`config.mk`:
```
export PLATFORM = sky130hd
export DESIGN_NAME = prc_cell
export DESIGN_NICKNAME = d
export VERILOG_FILES = /design/src/hdl/prc_pkg.sv /design/src/hdl/prc_cell.sv
export SDC_FILE = /design/constraint.sdc
export NUM_CORES = 1
export LEC_CHECK = 0
export BUFFER_PORTS_ARGS = -buffer_cell sky130_fd_sc_hd__buf_2
export CAP_MARGIN = 20
export CORE_AREA = 4 4 220 222
export CTS_BUF_LIST = sky130_fd_sc_hd__clkbuf_8 sky130_fd_sc_hd__clkbuf_16
export DETAILED_ROUTE_END_ITERATION = 7
export DIE_AREA = 0 0 224 226
export PLACE_DENSITY = 0.68
export SKIP_LAST_GASP = 1
export SLEW_MARGIN = 20
export SYNTH_ARGS = -nofsm -noshare
export SYNTH_HDL_FRONTEND = slang
export SYNTH_SLANG_ARGS = --single-unit
```
`constraint.sdc`:
```
create_clock -name clock -period 11.3 [get_ports clock]
set_clock_uncertainty 0.1 [all_clocks]
set_input_delay 0.565 -clock clock [delete_from_list [all_inputs] [get_ports clock]]
set_output_delay 0.565 -clock clock [all_outputs]
set_load 0.01 [all_outputs]
```
`src/hdl/prc_pkg.sv`:
```
// Shared types and constants for the point rotation pipeline.
// No dependencies; imported by every module of the block.
package prc_pkg;

   // Extra fraction bits carried through the rotation
   localparam int GUARD        = 8;
   // One pipeline cell per micro-rotation
   localparam int CORDIC_ITERS = 28;
   // Angle accumulator: units of 2^-32 turn, plus headroom
   localparam int ANGLE_FRAC   = 32;
   localparam int Z_WIDTH      = 34;
   // Gain compensation factor, unsigned Q0.24
   localparam int GAIN_WIDTH   = 24;
   localparam int GAIN_FRAC    = 24;
   localparam logic [GAIN_WIDTH-1:0] GAIN_Q24 = 24'd10188014;
   // Low part of the magnitude that is scaled in one partial product
   localparam int LO_WIDTH     = GAIN_FRAC + GUARD;

   // Arctangent of 2^-i in units of 2^-32 turn, rounded
   localparam logic [31:0] ATAN_TURN [CORDIC_ITERS] = '{
      32'd536870912, 32'd316933406, 32'd167458907, 32'd85004756,
      32'd42667331,  32'd21354465,  32'd10679838,  32'd5340245,
      32'd2670163,   32'd1335087,   32'd667544,    32'd333772,
      32'd166886,    32'd83443,     32'd41722,     32'd20861,
      32'd10430,     32'd5215,      32'd2608,      32'd1304,
      32'd652,       32'd326,       32'd163,       32'd81,
      32'd41,        32'd20,        32'd10,        32'd5
   };

   typedef enum logic [1:0] {
      PLANE_XY   = 2'd0,
      PLANE_YZ   = 2'd1,
      PLANE_ZX   = 2'd2,
      PLANE_PASS = 2'd3
   } plane_type;

   // Control that travels with each item from stage to stage
   typedef struct packed {
      logic      valid;
      plane_type plane;
   } ctl_type;

endpackage

```
`src/hdl/prc_cell.sv`:
```
// One CORDIC micro-rotation cell of the rotation chain.
// Uses prc_pkg for the arctangent table and the control struct.
module prc_cell import prc_pkg::*; #(
   parameter int DW     = 44,
   parameter int SIDE_W = 160,
   parameter int STAGE  = 0
) (
   input  logic                      clock,
   input  logic                      reset,
   input  ctl_type                   ctl_in,
   input  logic signed [DW-1:0]      a_in,
   input  logic signed [DW-1:0]      b_in,
   input  logic signed [Z_WIDTH-1:0] z_in,
   input  logic [SIDE_W-1:0]         side_in,
   output logic                      ready_out,
   output ctl_type                   ctl_out,
   output logic signed [DW-1:0]      a_out,
   output logic signed [DW-1:0]      b_out,
   output logic signed [Z_WIDTH-1:0] z_out,
   output logic [SIDE_W-1:0]         side_out,
   input  logic                      ready_in
);

   ctl_type                   ctl_ff;
   logic signed [DW-1:0]      a_ff, a_in_nxt, b_ff, b_in_nxt;
   logic signed [Z_WIDTH-1:0] z_ff, z_in_nxt;
   logic [SIDE_W-1:0]         side_ff;
   logic signed [DW-1:0]      sa, sb;
   logic signed [Z_WIDTH-1:0] step;
   logic                      ready;

   assign ready     = !ctl_ff.valid || ready_in;
   assign ready_out = ready;

   always_comb begin
      sa   = a_in >>> STAGE;
      sb   = b_in >>> STAGE;
      step = Z_WIDTH'(ATAN_TURN[STAGE]);
      // Turn clockwise while residual angle is non-negative
      if (!z_in[Z_WIDTH-1]) begin
         a_in_nxt = a_in + sb;
         b_in_nxt = b_in - sa;
         z_in_nxt = z_in - step;
      end else begin
         a_in_nxt = a_in - sb;
         b_in_nxt = b_in + sa;
         z_in_nxt = z_in + step;
      end
   end

   always_ff @(posedge clock) begin
      if (reset) begin
         ctl_ff.valid <= 1'b0;
      end else if (ready) begin
         ctl_ff <= ctl_in;
      end
   end

   always_ff @(posedge clock) begin
      if (ready) begin
         a_ff    <= a_in_nxt;
         b_ff    <= b_in_nxt;
         z_ff    <= z_in_nxt;
         side_ff <= side_in;
      end
   end

   assign ctl_out  = ctl_ff;
   assign a_out    = a_ff;
   assign b_out    = b_ff;
   assign z_out    = z_ff;
   assign side_out = side_ff;

endmodule

```
### Word level (Yosys, flattened, before mapping)

Cells that the tools add are included.

* register bits after elaboration: 285
* bits of input ports: 288
* output and inout port bits: 286
* word-level logic and storage cells: 18

* $add $sub $neg: 5
* mux-type cells: 3
* bitwise operators: 1
* reduce and logical (&&, ||, !) cells: 3

Operators by type and width (count)
* 44-bit 2-to-1 mux: 2
* 44-bit subtractor: 2
* 44-bit adder: 1
* 34-bit by 31-bit adder with 34-bit output, second input constant: 1
* 34-bit 2-to-1 mux: 1
* 34-bit by 31-bit subtractor with 34-bit output, second input constant: 1
* 2-bit AND reduction: 1
* 1-bit zero test: 1
* 1-bit logical OR: 1
* 1-bit inverter: 1

### Depth between registers and ports, before layout

* word-level depth: 3
* gate-level depth with buffers: 13
* depth with buffers taken out: 12

### Least setup slack after synthesis

Ideal clock, no wire load.

* kind: input -> register
* start: input ready_in
* end: register a_ff[0], in the netlist a_out[0] (enable)
* setup time: 0.635 ns
* data arrival time: 6.108 ns
* data required time: 10.565 ns
* path slack: 4.457 ns
* stages: 2
* path buffers: 0
* cells stage by stage: nor2b_1 > inv_1

* word-level cells in the longest chain between the ends: 1

RTL lines
* from (decl): line prc_cell.sv:21 `input logic ready_in`
* 1-bit logical OR: line prc_cell.sv:32 `assign ready = !ctl_ff.valid || ready_in;`
* named net ready_out: line prc_cell.sv:15 `output logic ready_out,`
* to (signal assigned): line prc_cell.sv:61 `a_ff <= a_in_nxt;`
* to (decl): line prc_cell.sv:25 `logic signed [DW-1:0] a_ff, a_in_nxt, b_ff, b_in_nxt;`

The timed path passes the listed nets, and every way through them passes these cells.
A chain may end at the register's enable or synchronous reset.

### Final worst setup path

* start: input a_in[16]
* end: register a_ff[35], in the netlist a_out[35] (data pin)

* word-level cells in the longest chain between the ends: 2
* elaborated cells between the ends (all ways): 3
* classes of those cells: add/sub: 2; mux: 1

RTL lines
* from (decl): line prc_cell.sv:11 `input logic signed [DW-1:0] a_in,`
* 44-bit adder / 44-bit subtractor (equally long branches): line prc_cell.sv:41, prc_cell.sv:45
* 44-bit 2-to-1 mux *: line prc_cell.sv:40 `if (!z_in[Z_WIDTH-1]) begin`
* named net a_in_nxt[35]: line prc_cell.sv:25

Mark *: on every way through the listed nets, which the timed path passes. The rest lies on a longest branch.

==> out/summary.txt <==
Worst path arrival time: 4.01 ns
Synthesized area per cell: 10.7 sq um
Area of the multi-input gates: 0.00801 sq mm
Worst min-delay path class: in2reg
Tot Pwr: 3.28 mW
Min-Delay Endpoint: side_out[28]$_DFFE_PN_
Number of vias after detailed routing: 16.1k
Synthesized Nets: 2048
Hold_sp: side_in[28]
Die extent in x: 224 um
Residual antenna-violating net count after detailed routing: 0
Number of top-level pins: 574
Count of unique library cells instantiated by Yosys: 100
Area of the die: 0.0506 sq mm
Final Critical Period: 3.84 ns
Dominant register cell in the synthesized netlist: edfxtp_1
Largest net degree at the start of global routing: 89
Most common cell after layout, fill and taps aside: buf_2
Number of flops mapped to enable cells by yosys: 283
Clock latency on the worst-skew pair: 0.53 ns
# resized after CTS: 0
Starting utilization of the core area: 37.5%
Hold path cells: 1
Largest driver fanout on the critical path: 14
Routed via count divided by cell count: 5.72
H-Tree Depth: 2
Slack of the worst reg-to-reg path: 7.98 ns
Die Span Y: 226 um
CP Capture Type: flop
Final GP Congestion: 0.986
Total area of sequential cells: 0.00852 sq mm
Fraction of the cycle the final worst path needs: 34.0%
Yosys warns: 0
Count of state elements after synthesis: 284
Worst r2r path cells: 4
Std-Cell Core Area: 0.0464 sq mm
Setup repair after global routing missed its margin: false
Number of cells produced by synthesis: 1624
Number of search-and-repair iterations in the first detailed-routing pass: 6
Clock root buffer master: clkbuf_16
WL final: 80400 um
Clock Tree Buf Depth: 3
Worst reg2reg path endpoint: side_out[2]$_DFFE_PN_
Fin. max-slew vios: 0
Layout area overhead: 25.4%
Clock transition at the registers of the reported paths: 0.06 ns
Result of the run: completed
Power per standard cell area: 151 mW/mm^2
Most used cells in the layout excluding fill and tap cells: buf_2 (572), edfxtp_1 (283), a21oi_1 (177)
Std cell rows: 79
Count of routing violations after the opening detailed-route iteration: 1761
Static leakage power: 9.56 nW
Wire length per cell after detailed routing: 28.6 um
Clock buffers created by TritonCTS: 34
Setup crit start kind: input port
Number of antenna violations at the first check in global routing: 10
Post-layout nets: 2602
Maxcap violations: 0
Clock sink count: 284
Sequential area share after synthesis: 49.0%
Async set or reset register ratio after synthesis: 0%
Post-CTS setup repair buffer count: 0
Worst reg2reg startpoint: ctl_out[2]$_SDFFE_PP0N_
Post-detailed-route DRC marker count: 0
Post-Syn Area: 0.0174 sq mm
Final setup violating endpoints: 0
Worst vdd rail ir drop: 0.133 mV
Transition time of the tightest slew-check pin: 1.15 ns
Worst path required time: 11.47 ns
Number of input and output port buffers inserted: 573
First-pass GRT wire length: 112000 um
Remaining Overflow, GRT: 0
Post-detailed-placement half-perimeter wirelength: 65000 um
Filler cell count: 4371
Worst Setup Path Type: in2reg
Share of post-route cells with drive strength above 1: 30.8%
Via count of the first global-routing pass: 15.6k
Highest attainable clock frequency: 261 MHz
Worst rel slew slack: 23.4%
TritonCTS clock tree: done
Global router's overall resource usage: 30.0%
Hold Violations, Final: 0
Setup total negative slack: 0 ns
Number of hold-repair buffers added at the cts stage: 0
-- through the flow --
stage	utilization (%)	setup slack [ns]	cell area, sq um	hold slack [ns]	std cells
2_1_floorplan	-	4.46	17400	0.525	1624
3_3_place_gp	44.7	7.16	20700	0.578	2749
3_5_place_dp	44.7	7.14	20700	0.588	2749
4_1_cts	47.0	7.71	21800	0.0615	2808
5_1_grt	47.0	7.39	21800	0.0673	2808
6_report	47.0	7.46	21800	0.0945	2811
-- state kept, by name, summed over array words and instances (netlist names) --
register / count
side_out: 160
ctl_out: 3
b_out: 43
a_out: 44
z_out: 34
-- report_power, final --
part / total, mW / switching [mW] / internal [mW] / leakage (nW)
Clock: 1.04 / 0.449 / 0.587 / 0.536
Sequential: 1.36 / 0.0473 / 1.31 / 2.94
Combinational: 0.884 / 0.581 / 0.303 / 6.09
-- synthesized netlist by cell type, drive strengths merged (4+ instances only) --
cell	count	area (sq um)
a21boi	11	82.6
a31oi	13	96.3
nor2	101	387
nand2	87	327
fa	4	80.1
and3	6	42.5
o2111ai	4	41.3
clkinv	4	16.3
o41ai	4	53.8
o21ai	121	617
a21o	35	263
and2	6	37.5
nor2b	20	128
nand4	29	196
edfxtp	283	8500
o22ai	7	43.8
o221ai	4	35.0
ha	132	1650
o31ai	14	120
o311ai	6	52.6
or3	15	98.8
nand3	18	95.1
xnor2	81	709
nor4	11	90.1
or2	5	31.3
buf	40	249
a211oi	17	143
o21a	18	136
nand2b	13	81.3
a21oi	178	902
a41oi	5	51.3
clkbuf	23	86.3
or4	5	37.5
inv	131	492
mux2i	23	230
nor3	48	262
a2111oi	5	75.1
nand3b	4	30.0
o211ai	10	80.1
o21bai	37	289
-- kinds of logic (layout without fill, tap and decap cells) --
| group | after synthesis | in the layout | synth area share [%] |
|---|---|---|---|
| flops | 284 | 284 | 49.0 |
| mux | 24 | 24 | 1.39 |
| other cells | 0 | 3 | 0 |
| xor+xnor | 84 | 84 | 4.24 |
| compound gates | 519 | 519 | 19.4 |
| simple gates | 379 | 379 | 11.2 |
| buf+inv | 198 | 775 | 4.85 |
| fa+ha+maj | 136 | 136 | 9.97 |
-- worst max-delay path, stage by stage --
cell,delay (ns)
buf_2,0.10
inv_1,0.04
ha_1,0.64
inv_1,0.24
a21oi_1,0.37
o311ai_0,0.31
o211ai_1,0.32
o2111a_1,0.55
o21ai_1,0.20
a21oi_1,0.36
o21ai_1,0.13
xnor2_1,0.16
-- how the worst max path moves through the flow --
stage | slack [ns] | start | to | depth (start not counted)
2_1_floorplan | 4.46 | ready_in | a_out[0]$_DFFE_PN_ | 2
3_3_place_gp | 7.16 | a_in[16] | a_out[35]$_DFFE_PN_ | 12
3_5_place_dp | 7.14 | a_in[16] | a_out[35]$_DFFE_PN_ | 12
4_1_cts | 7.71 | a_in[16] | a_out[35]$_DFFE_PN_ | 12
5_1_grt | 7.39 | a_in[16] | a_out[35]$_DFFE_PN_ | 12
6_report | 7.46 | a_in[16] | a_out[35]$_DFFE_PN_ | 12
-- metal layers --
layer	wire length, um	GRT usage [%]	vias up
li1	-	-	7112
met1	33600	40.2	8007
met2	38500	50.4	814
met3	6190	6.37	136
met4	2030	7.02	10
met5	72	0	-
-- cell type report --
| class | instances | area share [%] |
|---|---|---|
| Timing Repair Buffer | 581 | 13.5 |
| Antenna cell | 3 | 0.0345 |
| Sequential cell | 284 | 39.1 |
| Tap cell | 607 | 3.49 |
| Clock inverter | 24 | 0.735 |
| Clock buffer | 35 | 4.02 |
| Inverter | 135 | 2.37 |
| Multi-Input combinational cell | 1142 | 36.8 |
Note: power is estimated with default switching activity, not from simulation.
