File: src/hdl/prc_pkg.sv
// Shared types and constants for the point rotation pipeline.
// No dependencies; imported by every module of the block.
package prc_pkg;

   // Extra fraction bits carried through the rotation
   localparam int GUARD        = 8;
   // One pipeline cell per micro-rotation
   localparam int CORDIC_ITERS = 28;
   // Angle accumulator: units of 2^-32 turn, plus headroom
   localparam int ANGLE_FRAC   = 32;
   localparam int Z_WIDTH      = 34;
   // Gain compensation factor, unsigned Q0.24
   localparam int GAIN_WIDTH   = 24;
   localparam int GAIN_FRAC    = 24;
   localparam logic [GAIN_WIDTH-1:0] GAIN_Q24 = 24'd10188014;
   // Low part of the magnitude that is scaled in one partial product
   localparam int LO_WIDTH     = GAIN_FRAC + GUARD;

   // Arctangent of 2^-i in units of 2^-32 turn, rounded
   localparam logic [31:0] ATAN_TURN [CORDIC_ITERS] = '{
      32'd536870912, 32'd316933406, 32'd167458907, 32'd85004756,
      32'd42667331,  32'd21354465,  32'd10679838,  32'd5340245,
      32'd2670163,   32'd1335087,   32'd667544,    32'd333772,
      32'd166886,    32'd83443,     32'd41722,     32'd20861,
      32'd10430,     32'd5215,      32'd2608,      32'd1304,
      32'd652,       32'd326,       32'd163,       32'd81,
      32'd41,        32'd20,        32'd10,        32'd5
   };

   typedef enum logic [1:0] {
      PLANE_XY   = 2'd0,
      PLANE_YZ   = 2'd1,
      PLANE_ZX   = 2'd2,
      PLANE_PASS = 2'd3
   } plane_type;

   // Control that travels with each item from stage to stage
   typedef struct packed {
      logic      valid;
      plane_type plane;
   } ctl_type;

endpackage

File: src/hdl/prc_prep.sv
// Front cell: picks the plane axes, forms the scaled offsets, applies the
// exact quarter-turn pre-rotation and the residual angle. Uses prc_pkg.
module prc_prep import prc_pkg::*; #(
   parameter int COORD_WIDTH = 32,
   parameter int ANGLE_WIDTH = 16,
   parameter int DW          = COORD_WIDTH + GUARD + 4
) (
   input  logic                          clock,
   input  logic                          reset,
   input  logic                          req_valid,
   output logic                          req_stall,
   input  logic [1:0]                    req_func,
   input  logic signed [COORD_WIDTH-1:0] req_point_x,
   input  logic signed [COORD_WIDTH-1:0] req_point_y,
   input  logic signed [COORD_WIDTH-1:0] req_point_z,
   input  logic signed [COORD_WIDTH-1:0] req_center_x,
   input  logic signed [COORD_WIDTH-1:0] req_center_y,
   input  logic signed [COORD_WIDTH-1:0] req_center_z,
   input  logic [ANGLE_WIDTH-1:0]        req_turn_angle,
   input  logic                          ready_in,
   output ctl_type                       ctl_out,
   output logic signed [DW-1:0]          a_out,
   output logic signed [DW-1:0]          b_out,
   output logic signed [Z_WIDTH-1:0]     z_out,
   output logic [5*COORD_WIDTH-1:0]      side_out
);

   localparam int CW = COORD_WIDTH;
   localparam int AW = ANGLE_WIDTH;

   ctl_type                  ctl_ff, ctl_in;
   logic signed [DW-1:0]     a_ff, a_in, b_ff, b_in;
   logic signed [Z_WIDTH-1:0] z_ff, z_in;
   logic [5*CW-1:0]          side_ff, side_in;
   logic                     ready;

   logic signed [CW-1:0]     pa, ca, pb, cb;
   logic signed [CW-1:0]     a_plus, a_minus, b_plus, b_minus;
   logic signed [CW:0]       diff_a, diff_b;
   logic [AW-1:0]            ang_sum, res;
   logic [1:0]               quad;
   plane_type                plane;

   assign ready     = !ctl_ff.valid || ready_in;
   assign req_stall = !ready;
   assign plane     = plane_type'(req_func);

   always_comb begin
      case (plane)
         PLANE_YZ: begin
            pa = req_point_y;  ca = req_center_y;
            pb = req_point_z;  cb = req_center_z;
         end
         PLANE_ZX: begin
            pa = req_point_x;  ca = req_center_x;
            pb = req_point_z;  cb = req_center_z;
         end
         default: begin
            pa = req_point_x;  ca = req_center_x;
            pb = req_point_y;  cb = req_center_y;
         end
      endcase

      // Round the angle to the nearest quarter turn, keep the residual
      ang_sum = req_turn_angle + AW'(1 << (AW - 3));
      quad    = ang_sum[AW-1:AW-2];
      res     = {req_turn_angle[AW-1:AW-2] - quad, req_turn_angle[AW-3:0]};

      // Clockwise quarter turns as operand swaps of one subtract per axis
      case (quad)
         2'd1: begin
            a_plus = pb;  a_minus = cb;  b_plus = ca;  b_minus = pa;
         end
         2'd2: begin
            a_plus = ca;  a_minus = pa;  b_plus = cb;  b_minus = pb;
         end
         2'd3: begin
            a_plus = cb;  a_minus = pb;  b_plus = pa;  b_minus = ca;
         end
         default: begin
            a_plus = pa;  a_minus = ca;  b_plus = pb;  b_minus = cb;
         end
      endcase

      diff_a  = (CW+1)'(a_plus) - (CW+1)'(a_minus);
      diff_b  = (CW+1)'(b_plus) - (CW+1)'(b_minus);
      a_in    = {{(DW-CW-1-GUARD){diff_a[CW]}}, diff_a, {GUARD{1'b0}}};
      b_in    = {{(DW-CW-1-GUARD){diff_b[CW]}}, diff_b, {GUARD{1'b0}}};
      z_in    = Z_WIDTH'($signed(res)) <<< (ANGLE_FRAC - AW);

      ctl_in.valid = req_valid;
      ctl_in.plane = plane;
      side_in      = {req_point_z, req_point_y, req_point_x, cb, ca};
   end

   always_ff @(posedge clock) begin
      if (reset) begin
         ctl_ff.valid <= 1'b0;
      end else if (ready) begin
         ctl_ff <= ctl_in;
      end
   end

   always_ff @(posedge clock) begin
      if (ready) begin
         a_ff    <= a_in;
         b_ff    <= b_in;
         z_ff    <= z_in;
         side_ff <= side_in;
      end
   end

   assign ctl_out  = ctl_ff;
   assign a_out    = a_ff;
   assign b_out    = b_ff;
   assign z_out    = z_ff;
   assign side_out = side_ff;

endmodule

File: config.mk
export PLATFORM = sky130hd
export DESIGN_NAME = prc_prep
export DESIGN_NICKNAME = d
export VERILOG_FILES = /design/src/hdl/prc_pkg.sv /design/src/hdl/prc_prep.sv
export SDC_FILE = /design/constraint.sdc
export NUM_CORES = 1
export LEC_CHECK = 0
export BUFFER_PORTS_ARGS = -buffer_cell sky130_fd_sc_hd__buf_4
export CAP_MARGIN = 20
export CORE_ASPECT_RATIO = 1.5
export CORE_UTILIZATION = 30
export DETAILED_ROUTE_END_ITERATION = 8
export PLACE_DENSITY = 0.54
export SYNTH_ARGS = -nofsm -noshare
export SYNTH_HDL_FRONTEND = slang
export SYNTH_SLANG_ARGS = --single-unit
File: constraint.sdc
create_clock -name clock -period 7.2 [get_ports clock]
set_input_delay 0.36 -clock clock [delete_from_list [all_inputs] [get_ports clock]]
set_output_delay 0.36 -clock clock [all_outputs]
set_load 0.01 [all_outputs]
# Word level (Yosys, flattened, before mapping)
# Index checks and enable logic that the tools add are counted.
# word_totals
inputBits	214
output_inout_bits	286
register_bits	245
# classes
mux	8
reduce_logical	5
n_eq_ne	5
n_bitwise	1
add_sub_neg	4
# ops
cell	n
$pmux 32 s3	4
$mux 32	4
$sub 32x32->33	2
$add 16x14->16 const B	1
$eq 2x2->1 const B	3
$eq 2x1->1 const B	2
$logic_not 1->1	2
$reduce_and 2->1	1
$reduce_or 2->1	1
$sub 2x2->2	1
$logic_or 1x1->1	1
$not 1->1	1

# Logic depth before layout (Yosys ltp)
# logic_depth
ltp_word	5
depth_mapped	18
depth_no_buf	16

# Worst setup path after synthesis
# No wires, ideal clock.
# synth_timing
path_type	register to register
start	reg ctl_ff (netlist bit ctl_out[2])
end	reg a_ff[10], in the netlist a_out[10] (enable)
t_arrival_ns	5.197
path_slack_ns	1.410
path_buffers	0
synth_period_minus_slack_ns	5.790
stages_incl_launch_ff	3
t_required_ns	6.607
cell_sequence	dfxtp_1 -> nor2b_1 -> inv_1
# synth_via
elab_chain_len	2
# synth_lines
item	line	source
from (decl)	prc_prep.sv:31	ctl_type ctl_ff, ctl_in;
from (signal assigned)	prc_prep.sv:100	ctl_ff <= ctl_in;
$logic_not 1->1	prc_prep.sv:44	assign ready = !ctl_ff.valid || ready_in;
$logic_or 1x1->1	prc_prep.sv:44	
to (signal assigned)	prc_prep.sv:106	a_ff <= a_in;
to (decl)	prc_prep.sv:32	logic signed [DW-1:0] a_ff, a_in, b_ff, b_in;
# Every way passes these cells.
# A chain may end at the register's enable or synchronous reset.

# Final worst setup path
# layout_timing
start	in req_turn_angle[13]
end	reg a_ff[32], in the netlist a_out[32], data pin
# layout_via
elab_chain_len	4
elab_cells_between_ends	7
cone_classes	add/sub: 2; eq/ne: 3; mux: 2
# layout_lines
item	line	source
from (decl)	prc_prep.sv:19	input logic [ANGLE_WIDTH-1:0] req_turn_angle,
$add 16x14->16 *	prc_prep.sv:65	ang_sum = req_turn_angle + AW'(1 << (AW - 3));
$eq 2x2->1 / $eq 2x1->1 (equally long branches)	prc_prep.sv:70	case (quad)
$pmux 32 s3	prc_prep.sv:70	
$sub 32x32->33 *	prc_prep.sv:85	diff_a = (CW+1)'(a_plus) - (CW+1)'(a_minus);
net diff_a[24]	prc_prep.sv:39	logic signed [CW:0] diff_a, diff_b;
# The timed path passes the listed nets; every way through them passes the cells marked *.

==> summary.txt <==
Status
  – Status: finished clean

Worst setup path
  – CP Launch Type: input port
  – Endpoint kind of the worst setup timing path: register
  – Crit path to: a_out[32]
  – Crit path required time: around 7.5 ns
  – Crit path arrival time: between 5 and 6 ns
  – Crit-path leading delay family: compound AO/OA/AOI/OAI gates
  – Critical path's slowest cell: a221oi_1
  – Worst Path Max Fanout: 82
  – Worst r2r dst: side_out[51]
  – Crit Path Class: in -> reg
  – Worst path depth: 18
  – CP Cell Sequence: dlygate4sd3_1, buf_4, ha_1, xnor2_2, buf_4, nand2_1, o21a_1, mux2i_1, ha_1, inv_1, fa_1, a21o_1, a221oi_1, o31a_1, o31ai_1, a21oi_1, a22oi_1, xor2_1
  – Peak per-stage delay on the critical path: 0.77 ns
  – Critical path origin: req_turn_angle[13]
  – Worst R2R Start: ctl_out[2]
  – Path depth of the worst reg2reg path: 3
  – Worst Path Buf+Inv: 4
  – Register-to-register setup slack: 4.64 ns

Timing
  – Setup Skew: roughly 0.016 ns
  – FMAX: approximately 190 MHz
  – Period Utilization, post-route: between 70 and 80%
  – Final hold violations: 0
  – # setup viols final: 0
  – RSZ-0062 raised after global routing: false
  – Final Slew Violations: 0
  – Hold Slack: approximately 0.039 ns
  – Tightest Pin Transition: a little over 1 ns
  – Minimum clock period after layout: between 5 and 6 ns
  – Slew headroom: between 30% and 40%
  – Setup TNS: 0 ns

Routing
  – Avg WL per Cell: slightly below 20 um
  – Initial DRC Count: just under 700
  – Post-DR vias/cell: 4.92
  – Antenna Nets Post-Route: 0
  – DR pass1 iterations: 5
  – Vias: about 13k
  – DRC Markers: 0
  – DRT Wirelength: roughly 52000 um

Floorplanning
  – Core area: 50900 um2
  – Number of placement rows: 101
  – Initial core utilization: a little under a third
  – Die Ht: roughly 280 um
  – Die Area: 52700 um2
  – IO Count: 500
  – Die Wd: 188 um

Placed design
  – Final GP Congestion: 0.846
  – Port bufs: ~470
  – DP HPWL: 39600 um

Power
  – Final Total Pwr: approximately 0.0063 W
  – Power Dens Cells: just under 300 nW/um2
  – Peak supply drop: between 0.00015 and 0.0002 V
  – Leakage power: between 9 and 10 nW

Synth
  – Post-synthesis register bit count: around 250
  – Synth unique cells: 66
  – Async S/R FF share, synth: 0%
  – Post-synth EDFFs: around 240
  – Mapped Cells: between 1k and 1.5k
  – Top_reg_cell synth: edfxtp_1
  – Yosys warning count: 0
  – Seq/Total Area, Yosys: a little under half
  – Syn Std Cell Area: approximately 16000 um2
  – Syn Area/Cell: between 10 and 15 um2

Finish
  – Final Util: 42.4%
  – Nets@finish: approximately 2.3k
  – N_diodes: 0
  – Most frequent cells in the layout: buf_4 (477), edfxtp_1 (244), mux2i_1 (160)
  – Share of layout cells above drive strength 1: between 20 and 30%
  – Leading cell type in the layout, fill and taps excluded: buf_4
  – Area Overhead vs Synth: 38.9%

Global routing
  – Grt ovf: 0
  – GR Layer Usage met1: approximately a fifth
  – Tot GR Track Use: 18.8%
  – Vias in the first global route: around 13k
  – Pin count of the biggest net entering global routing: 116
  – Global routing's busiest layer: met2
  – Initial antenna violation count: 0
  – Met3 Track Usage GR: under 10%
  – Met2 Usage GRT: a little over a third
  – First-pass GRT wire length: roughly 76000 um

Clock tree
  – CTS tree: done
  – CTS buffer count: 28
  – Root Buffer: clkbuf_16
  – Clk_lat worst skew: ~0.56 ns
  – Clock slew at reported path FFs: approximately 0.06 ns
  – Cts hold-fix bufs: 113
  – PostCTS Resize Cnt: 0
  – Clock sinks: about 250
  – H-Tree Depth: 1
  – Post-CTS Setup Inserts: 0
  – Longest Clk Path Bufs: 3

Worst hold path
  – Worst hold path type: in -> reg

Flow run
  – Max_cap viols: 0
==> through the flow <==
stage                     worst slack (ns)  cell area, um2  cells
after floorplan                       1.41           15700   1495
after global placement                2.05           19500   2520
after detailed placement              1.95           19500   2520
after CTS                             1.97           21600   2684
after global routing                  1.72           21600   2684
final                                 1.96           21600   2684
==> worst min path at each step <==
stage	startpoint	endpoint	slack, ns	cells after the start
after floorplan	reset	ctl_out[2]	0.43	1
after global placement	reset	ctl_out[2]	0.54	2
after detailed placement	reset	ctl_out[2]	0.54	2
after CTS	req_valid	ctl_out[2]	0.002	3
after global routing	req_valid	ctl_out[2]	0.05	3
final	req_valid	ctl_out[2]	0.04	3
==> synthesized netlist by cell type, types with 15 or more instances <==
cell      count  area (um2)
edfxtp_1    244        7330
mux2i_1     160        1600
nand2_1     152         571
o21ai_0     135         676
a21oi_1     117         586
nor2_1      110         413
ha_1         67         838
clkbuf_1     65         244
mux2_2       65         732
o21a_1       42         315
buf_4        41         308
xnor2_1      30         263
a21o_1       25         188
xor2_1       25         219
inv_1        22        82.6
nand3_1      15        75.1
==> worst reg2reg max path: cells and delay by family, from the launching register on <==
| kind | cells | cell delay [ns] |
|---|---|---|
| buffers and inverters | 2 | 1.58 |
| AND/OR/NAND/NOR | 1 | 0.22 |
| flip-flops | 1 | 0.30 |
==> per-layer routing <==
layer / part of all wire [%] / vias to the layer above
met1: 38 / 6285
li1: - / 6433
met3: 5.0 / 82
met2: 54 / 400
met4: 3.1 / 0
met5: 0 / -
==> cell families (layout without fill, tap and decap cells) <==
family / count (synthesis) / after routing / share of synthesized area (%)
other cells: 1 / 32 / 0.0241
flops: 245 / 245 / 47.3
mux: 225 / 225 / 15.0
buf+inv: 143 / 663 / 4.47
xor+xnor: 55 / 55 / 3.10
simple gates: 336 / 336 / 9.17
compound gates: 390 / 390 / 15.3
fa+ha+maj: 69 / 69 / 5.65
==> sequential cells by signal, summed over array words and instances (netlist names) <==
register,cells
side_out,160
a_out,33
b_out,33
z_out,16
ctl_out,3
==> layout make-up <==
class | instances | area [um2]
Fill cell | 4844 | 29300
Multi-Input combinational cell | 1107 | 7660
Sequential cell | 245 | 7350
Timing Repair Buffer | 590 | 4710
Tap cell | 669 | 837
Clock buffer | 34 | 744
Clock inverter | 17 | 193
Inverter | 22 | 90.1
==> report_power, final <==
| part | total (W) | internal (W) | switching [W] | leakage (nW) |
|---|---|---|---|---|
| combinational | 0.00269 | 0.00118 | 0.00151 | 6.33 |
| sequential | 0.00207 | 0.00196 | 0.000113 | 2.53 |
| clock | 0.00150 | 0.000878 | 0.000621 | 0.465 |
| total | 0.00626 | 0.00401 | 0.00225 | 9.33 |
Note: power is estimated with default switching activity, not from simulation.
