===== src/hdl/prc_pkg.sv =====
// Shared types and constants for the point rotation pipeline.
// No dependencies; imported by every module of the block.
package prc_pkg;

   // Extra fraction bits carried through the rotation
   localparam int GUARD        = 8;
   // One pipeline cell per micro-rotation
   localparam int CORDIC_ITERS = 28;
   // Angle accumulator: units of 2^-32 turn, plus headroom
   localparam int ANGLE_FRAC   = 32;
   localparam int Z_WIDTH      = 34;
   // Gain compensation factor, unsigned Q0.24
   localparam int GAIN_WIDTH   = 24;
   localparam int GAIN_FRAC    = 24;
   localparam logic [GAIN_WIDTH-1:0] GAIN_Q24 = 24'd10188014;
   // Low part of the magnitude that is scaled in one partial product
   localparam int LO_WIDTH     = GAIN_FRAC + GUARD;

   // Arctangent of 2^-i in units of 2^-32 turn, rounded
   localparam logic [31:0] ATAN_TURN [CORDIC_ITERS] = '{
      32'd536870912, 32'd316933406, 32'd167458907, 32'd85004756,
      32'd42667331,  32'd21354465,  32'd10679838,  32'd5340245,
      32'd2670163,   32'd1335087,   32'd667544,    32'd333772,
      32'd166886,    32'd83443,     32'd41722,     32'd20861,
      32'd10430,     32'd5215,      32'd2608,      32'd1304,
      32'd652,       32'd326,       32'd163,       32'd81,
      32'd41,        32'd20,        32'd10,        32'd5
   };

   typedef enum logic [1:0] {
      PLANE_XY   = 2'd0,
      PLANE_YZ   = 2'd1,
      PLANE_ZX   = 2'd2,
      PLANE_PASS = 2'd3
   } plane_type;

   // Control that travels with each item from stage to stage
   typedef struct packed {
      logic      valid;
      plane_type plane;
   } ctl_type;

endpackage


===== src/hdl/prc_scale.sv =====
// Gain compensation, recentering and saturation, four stages ending in the
// result register. Uses prc_pkg for the gain constant and control struct.
module prc_scale import prc_pkg::*; #(
   parameter int COORD_WIDTH = 32,
   parameter int DW          = COORD_WIDTH + GUARD + 4
) (
   input  logic                          clock,
   input  logic                          reset,
   input  ctl_type                       ctl_in,
   input  logic signed [DW-1:0]          a_in,
   input  logic signed [DW-1:0]          b_in,
   input  logic [5*COORD_WIDTH-1:0]      side_in,
   output logic                          ready_out,
   output logic                          rsp_valid,
   input  logic                          rsp_stall,
   output logic signed [COORD_WIDTH-1:0] rsp_rotated_x,
   output logic signed [COORD_WIDTH-1:0] rsp_rotated_y,
   output logic signed [COORD_WIDTH-1:0] rsp_rotated_z,
   output logic                          rsp_saturated
);

   localparam int CW   = COORD_WIDTH;
   localparam int MAGW = (DW > LO_WIDTH + 1) ? DW : LO_WIDTH + 1;
   localparam int HIW  = MAGW - LO_WIDTH;
   localparam int PLW  = LO_WIDTH + GAIN_WIDTH;
   localparam int PHW  = HIW + GAIN_WIDTH;
   localparam int RMW  = PHW + 1;
   localparam int SW   = RMW + 2;
   localparam int SIDE = 5 * CW;

   // Stage 1: sign and magnitude
   ctl_type          ctl1_ff;
   logic             neg_a1_ff, neg_b1_ff;
   logic [MAGW-1:0]  mag_a_ff, mag_b_ff, mag_a_in, mag_b_in;
   logic [SIDE-1:0]  side1_ff;
   logic [DW-1:0]    abs_a, abs_b;
   // Stage 2: partial products with the gain
   ctl_type          ctl2_ff;
   logic             neg_a2_ff, neg_b2_ff;
   logic [PLW-1:0]   plo_a_ff, plo_b_ff, plo_a_in, plo_b_in;
   logic [PHW-1:0]   phi_a_ff, phi_b_ff, phi_a_in, phi_b_in;
   logic [SIDE-1:0]  side2_ff;
   // Stage 3: rounded magnitude
   ctl_type          ctl3_ff;
   logic             neg_a3_ff, neg_b3_ff;
   logic [RMW-1:0]   rm_a_ff, rm_b_ff, rm_a_in, rm_b_in;
   logic [PLW:0]     rnd_a, rnd_b;
   logic [SIDE-1:0]  side3_ff;
   // Stage 4: result register
   logic             rsp_valid_ff;
   plane_type        plane_ff;
   logic signed [CW-1:0] rot_x_ff, rot_y_ff, rot_z_ff, rot_x_in, rot_y_in, rot_z_in;
   logic             sat_ff, sat_in;

   logic             ready1, ready2, ready3, ready4;
   logic signed [CW-1:0] ca, cb, px, py, pz, ra, rb;
   logic signed [SW-1:0] sum_a, sum_b;
   logic             sat_a, sat_b;

   function automatic logic [CW:0] clip(input logic signed [SW-1:0] s);
      logic hi_bits_ok;
      hi_bits_ok = (s[SW-1:CW-1] == {(SW-CW+1){s[SW-1]}});
      if (hi_bits_ok) begin
         return {1'b0, s[CW-1:0]};
      end else if (s[SW-1]) begin
         return {1'b1, 1'b1, {(CW-1){1'b0}}};
      end else begin
         return {1'b1, 1'b0, {(CW-1){1'b1}}};
      end
   endfunction

   assign ready4    = !rsp_valid_ff || !rsp_stall;
   assign ready3    = !ctl3_ff.valid || ready4;
   assign ready2    = !ctl2_ff.valid || ready3;
   assign ready1    = !ctl1_ff.valid || ready2;
   assign ready_out = ready1;

   always_comb begin
      abs_a    = a_in[DW-1] ? DW'(-a_in) : DW'(a_in);
      abs_b    = b_in[DW-1] ? DW'(-b_in) : DW'(b_in);
      mag_a_in = MAGW'(abs_a);
      mag_b_in = MAGW'(abs_b);

      plo_a_in = PLW'(mag_a_ff[LO_WIDTH-1:0]) * PLW'(GAIN_Q24);
      plo_b_in = PLW'(mag_b_ff[LO_WIDTH-1:0]) * PLW'(GAIN_Q24);
      phi_a_in = PHW'(mag_a_ff[MAGW-1:LO_WIDTH]) * PHW'(GAIN_Q24);
      phi_b_in = PHW'(mag_b_ff[MAGW-1:LO_WIDTH]) * PHW'(GAIN_Q24);

      // Round half away from zero: magnitude is rounded, sign applied later
      rnd_a   = (PLW+1)'(plo_a_ff) + ((PLW+1)'(1) << (LO_WIDTH - 1));
      rnd_b   = (PLW+1)'(plo_b_ff) + ((PLW+1)'(1) << (LO_WIDTH - 1));
      rm_a_in = RMW'(phi_a_ff) + RMW'(rnd_a[PLW:LO_WIDTH]);
      rm_b_in = RMW'(phi_b_ff) + RMW'(rnd_b[PLW:LO_WIDTH]);
   end

   always_comb begin
      ca = side3_ff[CW-1:0];
      cb = side3_ff[2*CW-1:CW];
      px = side3_ff[3*CW-1:2*CW];
      py = side3_ff[4*CW-1:3*CW];
      pz = side3_ff[5*CW-1:4*CW];

      sum_a = neg_a3_ff ? SW'(ca) - $signed({2'b00, rm_a_ff})
                        : SW'(ca) + $signed({2'b00, rm_a_ff});
      sum_b = neg_b3_ff ? SW'(cb) - $signed({2'b00, rm_b_ff})
                        : SW'(cb) + $signed({2'b00, rm_b_ff});
      {sat_a, ra} = clip(sum_a);
      {sat_b, rb} = clip(sum_b);

      case (ctl3_ff.plane)
         PLANE_XY: begin
            rot_x_in = ra;  rot_y_in = rb;  rot_z_in = pz;  sat_in = sat_a || sat_b;
         end
         PLANE_YZ: begin
            rot_x_in = px;  rot_y_in = ra;  rot_z_in = rb;  sat_in = sat_a || sat_b;
         end
         PLANE_ZX: begin
            rot_x_in = ra;  rot_y_in = py;  rot_z_in = rb;  sat_in = sat_a || sat_b;
         end
         default: begin
            rot_x_in = px;  rot_y_in = py;  rot_z_in = pz;  sat_in = 1'b0;
         end
      endcase
   end

   always_ff @(posedge clock) begin
      if (reset) begin
         ctl1_ff.valid <= 1'b0;
         ctl2_ff.valid <= 1'b0;
         ctl3_ff.valid <= 1'b0;
         rsp_valid_ff  <= 1'b0;
      end else begin
         if (ready1) ctl1_ff <= ctl_in;
         if (ready2) ctl2_ff <= ctl1_ff;
         if (ready3) ctl3_ff <= ctl2_ff;
         if (ready4) rsp_valid_ff <= ctl3_ff.valid;
      end
   end

   always_ff @(posedge clock) begin
      if (ready1) begin
         neg_a1_ff <= a_in[DW-1];
         neg_b1_ff <= b_in[DW-1];
         mag_a_ff  <= mag_a_in;
         mag_b_ff  <= mag_b_in;
         side1_ff  <= side_in;
      end
      if (ready2) begin
         neg_a2_ff <= neg_a1_ff;
         neg_b2_ff <= neg_b1_ff;
         plo_a_ff  <= plo_a_in;
         plo_b_ff  <= plo_b_in;
         phi_a_ff  <= phi_a_in;
         phi_b_ff  <= phi_b_in;
         side2_ff  <= side1_ff;
      end
      if (ready3) begin
         neg_a3_ff <= neg_a2_ff;
         neg_b3_ff <= neg_b2_ff;
         rm_a_ff   <= rm_a_in;
         rm_b_ff   <= rm_b_in;
         side3_ff  <= side2_ff;
      end
      if (ready4) begin
         plane_ff <= ctl3_ff.plane;
         rot_x_ff <= rot_x_in;
         rot_y_ff <= rot_y_in;
         rot_z_ff <= rot_z_in;
         sat_ff   <= sat_in;
      end
   end

   assign rsp_valid     = rsp_valid_ff;
   assign rsp_rotated_x = rot_x_ff;
   assign rsp_rotated_y = rot_y_ff;
   assign rsp_rotated_z = rot_z_ff;
   assign rsp_saturated = sat_ff;

   // A pass-through item never reports clipping
   a_pass_no_sat: assert property (@(posedge clock) disable iff (reset)
      rsp_valid_ff && plane_ff == PLANE_PASS |-> !sat_ff)
      else $error("pass-through item flagged as saturated");

   // The rounding stage keeps its item while the result register waits
   a_stage3_hold: assert property (@(posedge clock) disable iff (reset)
      ctl3_ff.valid && !ready4 |=> ctl3_ff.valid && $stable(rm_a_ff) && $stable(rm_b_ff))
      else $error("rounding stage lost an item under stall");

   // A stalled result holds its payload
   a_rsp_hold: assert property (@(posedge clock) disable iff (reset)
      rsp_valid_ff && rsp_stall |=> rsp_valid_ff && $stable(rot_x_ff) &&
         $stable(rot_y_ff) && $stable(rot_z_ff) && $stable(sat_ff))
      else $error("stalled result changed");

endmodule


===== config.mk =====
export PLATFORM = sky130hd
export DESIGN_NAME = prc_scale
export DESIGN_NICKNAME = d
export VERILOG_FILES = /design/src/hdl/prc_pkg.sv /design/src/hdl/prc_scale.sv
export SDC_FILE = /design/constraint.sdc
export NUM_CORES = 2
export LEC_CHECK = 0
export ABC_AREA = 1
export BUFFER_PORTS_ARGS = -buffer_cell sky130_fd_sc_hd__buf_2
export CORE_UTILIZATION = 55
export CTS_CLUSTER_SIZE = 28
export DETAILED_ROUTE_END_ITERATION = 16
export PLACE_DENSITY = 0.76
export RECOVER_POWER = 25
export SYNTH_ARGS = -nofsm -noshare
export SYNTH_HDL_FRONTEND = slang
export SYNTH_SLANG_ARGS = --single-unit

===== constraint.sdc =====
create_clock -name clock -period 30 [get_ports clock]
set_input_delay 6 -clock clock [delete_from_list [all_inputs] [get_ports clock]]
set_output_delay 6 -clock clock [all_outputs]
set_load 0.03 [all_outputs]

=== Word-level counts from Yosys, hierarchy flattened ===
Index checks and enable logic that the tools add are counted.

* Bits in registers: 935
* Input port bits: 254
* Output and inout port bits: 99
* Word-level logic and storage cells: 77

* $add $sub $neg: 10
* $mul: 4
* Equal/unequal tests: 4
* Mux-type cells: 11
* Bitwise gates (word level): 1
* Reduce and logical (&&, ||, !) cells: 17

{| class="wikitable"
|+ Operators with widths
! cell !! number
|-
| 2-to-1 mux 32 bit || 4
|-
| adder 56 x 32 -> 57 bit, second input constant || 2
|-
| multiplier 32 x 23 -> 55 bit, second input constant || 2
|-
| negation 44 bit || 2
|-
| 2-to-1 mux 43 bit || 2
|-
| adder 32 x 38 -> 39 bit || 2
|-
| 2-to-1 mux 39 bit || 2
|-
| subtractor 32 x 38 -> 39 bit || 2
|-
| adder 36 x 25 -> 37 bit || 2
|-
| multiplier 12 x 23 -> 35 bit, second input constant || 2
|-
| 2-to-1 mux 33 bit || 2
|-
| one-hot mux 32 bit (2 select lines) || 1
|-
| == test 7 bit || 2
|-
| AND reduction 2 bit || 3
|-
| zero test 1 bit || 5
|-
| logical OR 1 bit || 5
|-
| OR reduction 2 bit || 2
|-
| OR reduction 3 bit || 1
|-
| == test 2 x 1 -> 1 bit, second input constant || 1
|-
| == test 2 bit, second input constant || 1
|-
| zero test 2 bit || 1
|-
| NOT 1 bit || 1
|}

=== Longest topological paths before layout ===
* Depth after elaboration: 6
* Mapped depth: 38
* Depth with buffers taken out: 37

=== Least setup slack after synthesis ===
Ideal clock, no wire load.

* Path kind: input port to output port
* From: input rsp_stall
* To: output ready_out
* Arrival: 24.359 ns
* Required time: 24.000 ns
* Path slack: -0.359 ns
* Cell stages on the path: 7
* Path buffers: 0
* Cells stage by stage: nand2_1 > nor2_1 > inv_1 > nor2_1 > inv_1 > nor2_1 > inv_1

* Longest elaborated chain between the ends: 5

{| class="wikitable"
|+ RTL lines
! item !! RTL line !! source
|-
| from (decl) || prc_scale.sv:15 || <nowiki>input logic rsp_stall,</nowiki>
|-
| zero test 1 bit || prc_scale.sv:72 || <nowiki>assign ready4 = !rsp_valid_ff || !rsp_stall;</nowiki>
|-
| logical OR 1 bit || prc_scale.sv:72 ||
|-
| logical OR 1 bit || prc_scale.sv:73 || <nowiki>assign ready3 = !ctl3_ff.valid || ready4;</nowiki>
|-
| named net ready3 || prc_scale.sv:55 || <nowiki>logic ready1, ready2, ready3, ready4;</nowiki>
|-
| logical OR 1 bit || prc_scale.sv:74 || <nowiki>assign ready2 = !ctl2_ff.valid || ready3;</nowiki>
|-
| named net ready2 || prc_scale.sv:55 ||
|-
| logical OR 1 bit || prc_scale.sv:75 || <nowiki>assign ready1 = !ctl1_ff.valid || ready2;</nowiki>
|-
| to (decl) || prc_scale.sv:13 || <nowiki>output logic ready_out,</nowiki>
|}

The timed path passes the listed nets, and every way through them passes these cells.

=== Worst setup path in the final report ===
* From: input rsp_stall
* To: output ready_out

* Longest elaborated chain between the ends: 5

{| class="wikitable"
|+ RTL lines
! item !! RTL line
|-
| zero test 1 bit || prc_scale.sv:72
|-
| logical OR 1 bit || prc_scale.sv:72
|-
| named net ready4 || prc_scale.sv:55
|-
| logical OR 1 bit || prc_scale.sv:73
|-
| named net ready3 || prc_scale.sv:55
|-
| logical OR 1 bit || prc_scale.sv:74
|-
| named net ready2 || prc_scale.sv:55
|-
| logical OR 1 bit || prc_scale.sv:75
|}

The timed path passes the listed nets, and every way through them passes these cells.

==> metrics.yaml <==
floorplan:
  coreArea_um2: 146000
  die_h_um: 386
  die_w_um: 386
  row_count: 140
  dieArea_um2: 149000
  start_util: 0.556
  io_pins: 353
finish:
  multi_input_area_um2: 47200
  final_net_count: 10600
  seqCellArea_um2: 26200
  layout_commonest_cell: "inv_1"
  drive_gt1_frac: 0.0664
  n_fill_cell: 12200
  final_cell_mix: "inv_1 (1,984), nand2_1 (1,203), fa_1 (964)"
  syn2layout_area_growth_pct: 8.50
synth:
  ys.flop_type: "edfxtp_1"
  syn-instance-count: 8126
  async_reset_ff_frac: 0
  ys_ff_latch: 875
  yosysSeqAreaShare: 0.323
  synth_area_um2: 81300
  ys_warn_count: 0
  synth-edff-count: 871
  syn-num-nets: 10200
  avgSynthCellArea_um2: 10.0
  ys_types: 61
hold_path:
  hold_path.class: "reg2reg"
  min_from: "side2_ff[20]"
timing:
  rsz0062_at_grt: "no"
  maxSlewViolCount: 0
  fin_crit_ns: 14.93
  max_slew_margin: 0.251
  fmax_mhz: 67.0
  finalSetupTns_ns: 0
  period_share: 0.498
  fin_skew_ns: 0.0347
  worst_pin_slew_ns: 1.12
  hold_violations: 0
  setup_viol: 0
setup_path:
  cp-end-kind: "output pin"
  worstPathArrival_ns: 8.93
  reg2reg_from: "mag_b_ff[16]"
  cp.required_ns: 24.00
  path_class: "in2out"
  path_max_fanout: 101
  crit_path_start_kind: "primary input"
  cp-startpoint: "rsp_stall"
cts:
  htree_levels: 3
  cts_sinks: 875
  cts_buffers: 88
  tritoncts: "yes"
  clock_path_buffers: 3
  root_buffer: "clkbuf_16"
  cts_hold_buf: 0
  clk_latency_ns: 0.69
  post_cts_resize_count: 0
  cts.reportedPaths.clkPinSlew_ns: 0.07
  cts_setup_buffers: 0
grt:
  globalRouteOverflowTotal: 0
  grt_pass1_vias: 58000
  grt_pass1_wl_um: 316000
  grtUsageTotal: 0.275
  grt_max_degree: 102
  antenna_found_initial: 15
place:
  hpwl_um: 172000
  gp_congestion: 1.02
  port_buffers: 352
detailed_routing:
  drtPass1Iterations: 6
  drtIter0Drc: 4125
  viasPerCell: 5.35
  drc: 0
  ant_nets: 0
  dr_total_vias: 56300
  routed_wl_um: 203000
  wl_per_cell_um: 19.3
status:
  outcome: "completed"
flow_run:
  cap_violations: 0
## logic make-up (layout without fill, tap and decap cells)
group | after synthesis | count (layout) | share of synthesized area
xor gates and xnor gates | 415 | 415 | 0.0447
AOI/OAI and AO/OA | 735 | 735 | 0.0505
other | 0 | 14 | 0
DFF | 875 | 875 | 0.323
buffers and inverters | 2048 | 2524 | 0.0959
adders and majority gates | 1834 | 1834 | 0.371
and+or+nand+nor | 2219 | 2219 | 0.115
## sequential cells by signal, indices dropped and copies added (netlist names), 3 cells and up
signal         cells
side1_ff         160
mag_b_ff          44
rsp_rotated_z     32
phi_a_ff          35
ctl3_ff            3
rm_b_ff           37
rsp_rotated_y     32
side2_ff         160
phi_b_ff          35
side3_ff         160
mag_a_ff          44
plo_b_ff          25
rsp_rotated_x     32
rm_a_ff           37
ctl1_ff            3
plo_a_ff          25
ctl2_ff            3
## metrics by stage
step	area (um^2)	std cells	hold WS [ns]	setup slack, ns	util
floorplan	81300	8126	0.400	2.11	-
global placement	85300	10400	0.400	15.09	0.584
detailed placement	85300	10400	0.405	15.00	0.584
CTS	88200	10500	0.415	14.94	0.603
global route	88100	10500	0.416	14.78	0.603
finish	88200	10500	0.408	15.07	0.604
## Yosys cell counts, drive strengths merged (10+ instances only)
master  count  area share
a21boi     10     0.00092
a21o       11      0.0010
a21oi     374       0.023
a31oi      49      0.0038
buf        27      0.0026
clkbuf     29      0.0013
edfxtp    871        0.32
fa        964        0.24
ha        870        0.13
inv      1990       0.092
nand2    1230       0.058
nand3     320       0.020
nand4      38      0.0029
nor2      481       0.023
nor3       92      0.0057
nor4       30      0.0023
o21a       29      0.0027
o21ai     197       0.012
o21bai     20      0.0020
o221ai     12      0.0013
xnor2     156       0.017
xor2      259       0.028
## final timing paths
path	slack, ns	cells after the start	endpoint
worst max-delay path	15.07	9	ready_out
worst min-delay path	0.41	0	side3_ff[20]
worst max register to register	22.80	23	plo_b_ff[55]
worst min register to register	0.41	0	side3_ff[20]
## cell type report
type,instances,area share
repair buffers,370,0.0215
well taps,1917,0.0272
flip-flops and latches,875,0.298
clock inverters,56,0.00674
multi-input cells,5203,0.536
clock buffers,106,0.0259
diodes,14,0.000397
inverters,1992,0.0850
## routing by layer
| metal | up-vias | part of all wire | track usage |
|---|---|---|---|
| li1 | 26600 | - | - |
| met1 | 27300 | 0.42 | 0.372 |
| met2 | 1999 | 0.47 | 0.451 |
| met3 | 396 | 0.074 | 0.0434 |
| met4 | 12 | 0.036 | 0.0969 |
| met5 | - | 0.00042 | 0 |
## critical path, stage by stage
cell,delay (ns)
buf_2,0.10
nand2_4,0.24
nor2_1,0.44
inv_8,0.27
nor2_1,0.32
clkinvlp_4,0.42
nor2_1,0.51
inv_8,0.31
buf_2,0.28
Power is not shown: default switching activity piles up to over one toggle a cycle in this logic, so the estimate is an artifact.
